**src/design/dtxt_pkg.sv**
```systemverilog
// ============================================================================
// DNS-SD TXT record parser package
// Field widths, byte kind codes, error codes and limits shared by the parser
// and its channel interfaces.
// ============================================================================
`default_nettype none

package dtxt_pkg;

  // Field widths of the input and result transactions.
  localparam int unsigned ByteW   = 8;
  localparam int unsigned KindW   = 3;
  localparam int unsigned CountW  = 9;
  localparam int unsigned ErrW    = 2;

  // Highest number of pairs accepted in one blob.
  localparam int unsigned MaxPairs = 256;

  // The character that ends a key.
  localparam logic [ByteW-1:0] SepChar = 8'h3D;

  // Byte classification codes.
  localparam logic [KindW-1:0] KIND_LEN = 3'd0;
  localparam logic [KindW-1:0] KIND_KEY = 3'd1;
  localparam logic [KindW-1:0] KIND_SEP = 3'd2;
  localparam logic [KindW-1:0] KIND_VAL = 3'd3;
  localparam logic [KindW-1:0] KIND_IGN = 3'd4;

  // Sticky error codes.
  localparam logic [ErrW-1:0] ERR_NONE      = 2'd0;
  localparam logic [ErrW-1:0] ERR_NO_SEP    = 2'd1;
  localparam logic [ErrW-1:0] ERR_TRUNCATED = 2'd2;
  localparam logic [ErrW-1:0] ERR_TOO_MANY  = 2'd3;

endpackage

`default_nettype wire

```
**src/design/dtxt_in_if.sv**
```systemverilog
// ============================================================================
// DNS-SD TXT record parser input channel
// One blob byte per transaction, with a flag on the final byte.
// ============================================================================
`default_nettype none

interface dtxt_in_if;
  logic                         valid;
  logic                         ready;
  logic [dtxt_pkg::ByteW-1:0]   data_byte;
  logic                         last_byte;

  modport source (output valid, output data_byte, output last_byte, input ready);
  modport sink   (input valid, input data_byte, input last_byte, output ready);
endinterface

`default_nettype wire

```
**src/design/dtxt_out_if.sv**
```systemverilog
// ============================================================================
// DNS-SD TXT record parser result channel
// One classified byte per transaction, with pair and blob summaries.
// ============================================================================
`default_nettype none

interface dtxt_out_if;
  logic                         valid;
  logic                         ready;
  logic [dtxt_pkg::KindW-1:0]   byte_kind;
  logic [dtxt_pkg::ByteW-1:0]   part_offset;
  logic [dtxt_pkg::ByteW-1:0]   pair_index;
  logic                         pair_done;
  logic [dtxt_pkg::ByteW-1:0]   key_length;
  logic [dtxt_pkg::ByteW-1:0]   value_length;
  logic                         blob_done;
  logic [dtxt_pkg::CountW-1:0]  pair_count;
  logic [dtxt_pkg::ErrW-1:0]    error_code;

  modport source (
    output valid, output byte_kind, output part_offset, output pair_index,
    output pair_done, output key_length, output value_length, output blob_done,
    output pair_count, output error_code, input ready
  );
  modport sink (
    input valid, input byte_kind, input part_offset, input pair_index,
    input pair_done, input key_length, input value_length, input blob_done,
    input pair_count, input error_code, output ready
  );
endinterface

`default_nettype wire

```
**src/design/dns_txt_record_parser.sv**
```systemverilog
// ============================================================================
// DNS-SD TXT record key/value parser
// Classifies each byte of a TXT record blob and reports key and value
// lengths at the end of every well-formed pair, with a sticky error code.
// ============================================================================
//
//   Channel  Direction  Transaction
//   in_i     sink       one blob byte (data_byte, last_byte)
//   out_o    source     one classified byte with pair and blob status
//
// One byte per cycle is sustained while out_o takes results; each transaction
// gives exactly one result. A byte is held in the input register, classified by
// the parse logic and written to the result register, which drives out_o. The
// input register takes one more byte while a finished result waits. Reset
// clears the parse state to the start of a blob. A stall on out_o holds the
// result register and, once the input register is also full, deasserts
// in_i.ready.
//
`default_nettype none

module dns_txt_record_parser (
  input  wire        clk_i,
  input  wire        rst_ni,
  dtxt_in_if.sink    in_i,
  dtxt_out_if.source out_o
);

  localparam int unsigned ByteW  = dtxt_pkg::ByteW;
  localparam int unsigned CountW = dtxt_pkg::CountW;

  // Parse phase codes.
  localparam logic [1:0] PH_LEN = 2'd0;
  localparam logic [1:0] PH_KEY = 2'd1;
  localparam logic [1:0] PH_VAL = 2'd2;
  localparam logic [1:0] PH_ERR = 2'd3;

  localparam logic [CountW-1:0] PairsSat = '1;

  // Input register.
  logic             in_valid_q;
  logic [ByteW-1:0] data_q;
  logic             last_q;

  // Parse state.
  logic [1:0]               phase_q, phase_d;
  logic [ByteW-1:0]         bytes_left_q, bytes_left_d;
  logic [ByteW-1:0]         key_cnt_q, key_cnt_d;
  logic [ByteW-1:0]         val_cnt_q, val_cnt_d;
  logic [CountW-1:0]        pairs_q, pairs_d;
  logic [dtxt_pkg::ErrW-1:0] err_q, err_d;
  logic                     first_q, first_d;

  // Result register.
  logic                      out_valid_q;
  logic [dtxt_pkg::KindW-1:0] kind_q, kind_d;
  logic [ByteW-1:0]          offset_q, offset_d;
  logic [ByteW-1:0]          index_q;
  logic                      done_q, done_d;
  logic [ByteW-1:0]          klen_q, klen_d;
  logic [ByteW-1:0]          vlen_q, vlen_d;
  logic                      blob_q;
  logic [CountW-1:0]         count_q, count_d;
  logic [dtxt_pkg::ErrW-1:0] code_q, code_d;

  logic             advance;
  logic             process;
  logic             single;
  logic [ByteW-1:0] left_dec;

  assign advance    = !out_valid_q || out_o.ready;
  assign process    = in_valid_q && advance;
  assign in_i.ready = !in_valid_q || advance;

  // A blob made of one byte holds no pairs.
  assign single   = last_q && first_q;
  assign left_dec = bytes_left_q - ByteW'(1);

  always_comb begin
    phase_d      = phase_q;
    bytes_left_d = bytes_left_q;
    key_cnt_d    = key_cnt_q;
    val_cnt_d    = val_cnt_q;
    pairs_d      = pairs_q;
    err_d        = err_q;
    first_d      = 1'b0;
    kind_d       = dtxt_pkg::KIND_IGN;
    offset_d     = '0;
    done_d       = 1'b0;
    klen_d       = '0;
    vlen_d       = '0;

    case (phase_q)
      PH_LEN: begin
        kind_d = dtxt_pkg::KIND_LEN;
        if (!single) begin
          if (32'(pairs_q) >= dtxt_pkg::MaxPairs) begin
            if (err_d == dtxt_pkg::ERR_NONE) err_d = dtxt_pkg::ERR_TOO_MANY;
            phase_d = PH_ERR;
          end else begin
            bytes_left_d = data_q;
            key_cnt_d    = '0;
            val_cnt_d    = '0;
            if (data_q == '0) begin
              if (err_d == dtxt_pkg::ERR_NONE) err_d = dtxt_pkg::ERR_NO_SEP;
              phase_d = PH_ERR;
            end else begin
              phase_d = PH_KEY;
            end
          end
        end
      end
      PH_KEY: begin
        bytes_left_d = left_dec;
        if (data_q == dtxt_pkg::SepChar) begin
          kind_d  = dtxt_pkg::KIND_SEP;
          phase_d = PH_VAL;
        end else begin
          kind_d    = dtxt_pkg::KIND_KEY;
          offset_d  = key_cnt_q;
          key_cnt_d = key_cnt_q + ByteW'(1);
          // The pair ran out before any separator was seen.
          if (left_dec == '0) begin
            if (err_d == dtxt_pkg::ERR_NONE) err_d = dtxt_pkg::ERR_NO_SEP;
            phase_d = PH_ERR;
          end
        end
      end
      PH_VAL: begin
        kind_d       = dtxt_pkg::KIND_VAL;
        offset_d     = val_cnt_q;
        val_cnt_d    = val_cnt_q + ByteW'(1);
        bytes_left_d = left_dec;
      end
      default: begin
      end
    endcase

    // A separator or value byte that uses up the pair length closes the pair.
    if (phase_d == PH_VAL && bytes_left_d == '0) begin
      done_d = 1'b1;
      klen_d = key_cnt_d;
      vlen_d = val_cnt_d;
      if (pairs_q < PairsSat) pairs_d = pairs_q + CountW'(1);
      phase_d = PH_LEN;
    end

    if (last_q && !single && phase_d != PH_LEN && phase_d != PH_ERR) begin
      if (err_d == dtxt_pkg::ERR_NONE) err_d = dtxt_pkg::ERR_TRUNCATED;
      phase_d = PH_ERR;
    end

    count_d = pairs_d;
    code_d  = err_d;

    // The end of a blob returns the parser to its start state.
    if (last_q) begin
      phase_d      = PH_LEN;
      bytes_left_d = '0;
      key_cnt_d    = '0;
      val_cnt_d    = '0;
      pairs_d      = '0;
      err_d        = dtxt_pkg::ERR_NONE;
      first_d      = 1'b1;
    end
  end

  always_ff @(posedge clk_i or negedge rst_ni) begin
    if (!rst_ni) begin
      in_valid_q   <= 1'b0;
      out_valid_q  <= 1'b0;
      phase_q      <= PH_LEN;
      bytes_left_q <= '0;
      key_cnt_q    <= '0;
      val_cnt_q    <= '0;
      pairs_q      <= '0;
      err_q        <= dtxt_pkg::ERR_NONE;
      first_q      <= 1'b1;
    end else begin
      if (in_i.ready) begin
        in_valid_q <= in_i.valid;
      end
      if (advance) begin
        out_valid_q <= in_valid_q;
      end
      if (process) begin
        phase_q      <= phase_d;
        bytes_left_q <= bytes_left_d;
        key_cnt_q    <= key_cnt_d;
        val_cnt_q    <= val_cnt_d;
        pairs_q      <= pairs_d;
        err_q        <= err_d;
        first_q      <= first_d;
      end
    end
  end

  always_ff @(posedge clk_i) begin
    if (in_i.valid && in_i.ready) begin
      data_q <= in_i.data_byte;
      last_q <= in_i.last_byte;
    end
    if (process) begin
      kind_q   <= kind_d;
      offset_q <= offset_d;
      index_q  <= pairs_q[ByteW-1:0];
      done_q   <= done_d;
      klen_q   <= klen_d;
      vlen_q   <= vlen_d;
      blob_q   <= last_q;
      count_q  <= count_d;
      code_q   <= code_d;
    end
  end

  assign out_o.valid        = out_valid_q;
  assign out_o.byte_kind    = kind_q;
  assign out_o.part_offset  = offset_q;
  assign out_o.pair_index   = index_q;
  assign out_o.pair_done    = done_q;
  assign out_o.key_length   = klen_q;
  assign out_o.value_length = vlen_q;
  assign out_o.blob_done    = blob_q;
  assign out_o.pair_count   = count_q;
  assign out_o.error_code   = code_q;

`ifndef SYNTH
  // Once an error is recorded, the parser ignores bytes until the blob ends.
  a_err_phase: assert property (@(posedge clk_i) disable iff (!rst_ni)
    err_q != dtxt_pkg::ERR_NONE |-> phase_q == PH_ERR)
    else $error("error recorded while still parsing");

  // Inside a pair, at least one byte of the blob has been consumed.
  a_first_clear: assert property (@(posedge clk_i) disable iff (!rst_ni)
    (phase_q == PH_KEY || phase_q == PH_VAL) |-> !first_q)
    else $error("blob start flag set inside a pair");

  // A completed pair never comes with an error.
  a_done_ok: assert property (@(posedge clk_i) disable iff (!rst_ni)
    out_valid_q && done_q |-> code_q == dtxt_pkg::ERR_NONE)
    else $error("pair completed under an error");

  // Ignored bytes only follow an error.
  a_ign_err: assert property (@(posedge clk_i) disable iff (!rst_ni)
    out_valid_q && kind_q == dtxt_pkg::KIND_IGN |-> code_q != dtxt_pkg::ERR_NONE)
    else $error("byte ignored without an error");
`endif

endmodule

`default_nettype wire

```
**src/flat_wrapper.sv**
```systemverilog
// flat-port wrapper written by rule: the top's interface ports become plain ports
module dns_txt_record_parser_flat 
  (clk_i, rst_ni, in_i_valid, in_i_data_byte, in_i_last_byte, in_i_ready, out_o_valid, out_o_byte_kind, out_o_part_offset, out_o_pair_index, out_o_pair_done, out_o_key_length, out_o_value_length, out_o_blob_done, out_o_pair_count, out_o_error_code, out_o_ready);
  dtxt_in_if in_i_i ();
  dtxt_out_if out_o_i ();
  input  wire clk_i;
  input  wire rst_ni;
  input wire logic [$bits(in_i_i.valid)-1:0] in_i_valid;
  input wire logic [$bits(in_i_i.data_byte)-1:0] in_i_data_byte;
  input wire logic [$bits(in_i_i.last_byte)-1:0] in_i_last_byte;
  output wire logic [$bits(in_i_i.ready)-1:0] in_i_ready;
  output wire logic [$bits(out_o_i.valid)-1:0] out_o_valid;
  output wire logic [$bits(out_o_i.byte_kind)-1:0] out_o_byte_kind;
  output wire logic [$bits(out_o_i.part_offset)-1:0] out_o_part_offset;
  output wire logic [$bits(out_o_i.pair_index)-1:0] out_o_pair_index;
  output wire logic [$bits(out_o_i.pair_done)-1:0] out_o_pair_done;
  output wire logic [$bits(out_o_i.key_length)-1:0] out_o_key_length;
  output wire logic [$bits(out_o_i.value_length)-1:0] out_o_value_length;
  output wire logic [$bits(out_o_i.blob_done)-1:0] out_o_blob_done;
  output wire logic [$bits(out_o_i.pair_count)-1:0] out_o_pair_count;
  output wire logic [$bits(out_o_i.error_code)-1:0] out_o_error_code;
  input wire logic [$bits(out_o_i.ready)-1:0] out_o_ready;
  assign in_i_i.valid = in_i_valid;
  assign in_i_i.data_byte = in_i_data_byte;
  assign in_i_i.last_byte = in_i_last_byte;
  assign in_i_ready = in_i_i.ready;
  assign out_o_valid = out_o_i.valid;
  assign out_o_byte_kind = out_o_i.byte_kind;
  assign out_o_part_offset = out_o_i.part_offset;
  assign out_o_pair_index = out_o_i.pair_index;
  assign out_o_pair_done = out_o_i.pair_done;
  assign out_o_key_length = out_o_i.key_length;
  assign out_o_value_length = out_o_i.value_length;
  assign out_o_blob_done = out_o_i.blob_done;
  assign out_o_pair_count = out_o_i.pair_count;
  assign out_o_error_code = out_o_i.error_code;
  assign out_o_i.ready = out_o_ready;
  dns_txt_record_parser u_core (.clk_i(clk_i), .rst_ni(rst_ni), .in_i(in_i_i), .out_o(out_o_i));
endmodule
```
**config.mk**
```make
export PLATFORM = sky130hd
export DESIGN_NAME = dns_txt_record_parser_flat
export DESIGN_NICKNAME = d
export VERILOG_FILES = /design/src/design/dtxt_pkg.sv /design/src/design/dtxt_in_if.sv /design/src/design/dtxt_out_if.sv /design/src/design/dns_txt_record_parser.sv /design/src/flat_wrapper.sv
export SDC_FILE = /design/constraint.sdc
export NUM_CORES = 1
export LEC_CHECK = 0
export ABC_AREA = 1
export BUFFER_PORTS_ARGS = -buffer_cell sky130_fd_sc_hd__buf_2
export CAP_MARGIN = 20
export CORE_ASPECT_RATIO = 1.1
export CORE_MARGIN = 3
export CORE_UTILIZATION = 50
export CTS_BUF_LIST = sky130_fd_sc_hd__clkbuf_16
export DETAILED_ROUTE_END_ITERATION = 12
export PLACE_DENSITY_LB_ADDON = 0.2
export SKIP_CTS_REPAIR_TIMING = 1
export SLEW_MARGIN = 20
export SYNTH_ARGS = -nofsm -noshare
export SYNTH_HDL_FRONTEND = slang
export SYNTH_SLANG_ARGS = --single-unit
```
**constraint.sdc**
```tcl
create_clock -name clk_i -period 7.5 [get_ports clk_i]
set_input_delay 1.875 -clock clk_i [delete_from_list [all_inputs] [get_ports clk_i]]
set_output_delay 1.875 -clock clk_i [all_outputs]
set_load 0.03 [all_outputs]
```
==> impl_metrics.yaml <==
sta:
  drv_slew: 0
  setup_ws_ns: 3.300
  relSlewSlack_pct: 33.53
  setup_violations: 0
  fin_hold_ws_ns: 0.4999
  rsz0062_at_grt: "false"
  finalSetupTns_ns: 0
  timing_hold_violations_final: 0
  timing.fmax_ghz: 0.2381
  worstMarginPinSlew_ns: 0.9971
  skew_ns: 0.01076
  period_needed_ns: 4.200
  period_share_pct: 56.00
yosys:
  synth_edf_count: 57
  synth-async-reset-ratio_pct: 41.24
  synth_fp_nets: 581
  ys_ff_latch: 97
  ys_warn_count: 0
  synthDistinctLibCells: 38
  synth_area_um2: 4948
  seq_area_frac_synth_pct: 54.84
  synthTopCellsByArea: "edfxtp_1, dfrtp_1, nand2_1"
  syn-mean-instance-area_um2: 8.884
  postSynthCellCount: 557
  synthTopCellsByCount: "nand2_1, inv_1, edfxtp_1"
  synthFlopType: "edfxtp_1"
  synth_most_common_cell: "nand2_1"
  yosysTopAreaCell: "edfxtp_1"
  yosysTopAreaCellShare_pct: 34.59
worst_setup_path:
  crit_top_cell: "buf_2"
  critPathMaxStageDelay_ns: 0.19
  arrival_ns: 2.33
  path_cells: "buf_2 -> inv_1 -> nand3_1 -> buf_2"
  path_class: "in -> out"
  cp_max_fo: 3
  critPathSlowestCell: "buf_2"
  critPathCaptureType: "output pin"
  setup.worst_path.start_class: "input port"
  worst_ep_required_time_ns: 5.62
detailed_routing:
  vias: 3994
  detail-route-antenna-nets: 0
  drt_first_pass_iters: 5
  viasPerCell: 5.390
  routed_wl_um: 10650
  drt-initial-drc-count: 221
  wl_per_cell_um: 14.37
  drcViolationCount: 0
cells_and_area:
  syn_to_final_growth_pct: 14.39
  nFillCells: 830
  finalInstanceArea_um2: 5660
  n_antenna_cell: 0
  drive_gt1_share_pct: 17.79
  final_cells: 741
  fin_nets: 643
  fin_util_pct: 59.64
cts:
  cts.clk_slew.worst_paths_ns: 0.07
  htree_levels: 3
  clock_latency_ns: 0.35
  cts_buffers: 9
  clock_sinks: 97
  cts_buffer_depth: 2
  clockRootBuffer: "clkbuf_16"
  cts_tree: "yes"
placement:
  io_buffer_count: 62
  dpl.hpwl_um: 7216
  gp_congestion: 0.8989
  post-place-ws_ns: 3.297
  dpl.cell_count: 725
  post_dp_cell_area_um2: 5348
floorplanning:
  row_count: 37
  die_area_um2: 11130
  ioPinCount: 63
  die_h_um: 110.3
  start_util_pct: 52.14
  fp.dieW_um: 100.9
  coreArea_um2: 9490
global_route:
  grt_pass1_wl_um: 17700
  first_global_vias: 3866
  antenna_found_initial: 0
  grtUsageTotal_pct: 20.28
  overflow: 0
  grt_max_degree: 70
power:
  ir_worst_vdd_v: 0.0001477
  power_density_nw_per_um2: 348.3
  power_leakage_nw: 2.609
  total_power_mw: 1.972
flow_run:
  cap_violations: 0
outcome:
  outcome: "completed"
min_path:
  holdCritPathClass: "reg -> reg"
[path summary, 6_finish.rpt]
path                       cells after the start                                   end                          start  slack (ns)
max                                            4                            in_i_ready                    out_o_ready        3.30
max reg2reg                                   13  u_core.out_o.pair_count[8]$_DFFE_PP_  u_core.phase_q[1]$_DFFE_PN0P_        4.49
min reg2reg                                    2            u_core.first_q$_DFFE_PN1P_     u_core.first_q$_DFFE_PN1P_        0.50
min                                            2            u_core.first_q$_DFFE_PN1P_     u_core.first_q$_DFFE_PN1P_        0.50
max in group asynchronous                      1           u_core.err_q[0]$_DFFE_PN0P_                         rst_ni        5.18
min in group asynchronous                      1       u_core.val_cnt_q[6]$_DFFE_PN0P_                         rst_ni        1.70
[routing by layer]
metal	global-route usage, %	vias to the layer above	share of wire, %
met5	0	-	0
met4	9.240	0	2.5
met3	3.902	25	4.3
met2	33.91	105	49
met1	25.51	1893	44
li1	-	1971	-
[worst max-delay path: cells and delay by family]
family	cells	cell delay, ns
buffers and inverters	3	0.35
AND/OR/NAND/NOR	1	0.10
[area by class of cell]
class / instances / area (µm²) / area share [%]
Sequential cell: 97 / 2714 / 47.94
Multi-Input combinational cell: 369 / 1864 / 32.94
Timing Repair Buffer: 64 / 325.3 / 5.747
Inverter: 78 / 297.8 / 5.261
Clock buffer: 9 / 225.2 / 3.979
Tap cell: 117 / 146.4 / 2.586
Clock inverter: 7 / 87.58 / 1.547
[logic make-up (layout without fill, tap and decap cells)]
| group | count (synthesis) | after routing | synth area share (%) |
|---|---|---|---|
| XOR/XNOR | 5 | 5 | 0.8849 |
| AO/OA/AOI/OAI | 82 | 82 | 9.229 |
| buffers and inverters | 91 | 158 | 7.484 |
| adder cells (fa/ha/maj) | 11 | 11 | 2.781 |
| flip-flops | 97 | 97 | 54.84 |
| AND/OR/NAND/NOR | 271 | 271 | 24.78 |
[placed cells by master, fill, tap and decap left out]
cell,n
ha_1,11
inv_2,3
edfxtp_1,57
a21oi_1,24
nand4_1,7
o31ai_1,1
or2_1,1
o22ai_1,22
nand2_4,1
a31oi_1,1
clkinvlp_4,1
clkinv_1,2
a41oi_1,1
dfrtp_1,39
bufinv_16,2
inv_1,75
a22oi_1,3
xnor2_1,1
buf_2,62
dfstp_2,1
o21ai_1,2
nand3_2,11
nor3_1,9
buf_4,2
inv_6,2
and2_1,1
nor2_1,37
nand3_1,31
nand2_1,156
nor3_2,1
or2_2,1
nor2_8,1
nand2_2,10
o21ai_0,27
nor2_2,4
clkbuf_16,9
o32ai_1,1
xor2_1,4
[where the power goes]
group          switching (mW)  total (mW)  internal [mW]  leakage [nW]
clock network           0.197       0.487          0.290         0.160
logic                   0.539       0.761          0.222          1.34
registers              0.0625       0.723          0.661          1.11
Power figures use the tool's default switching activity.
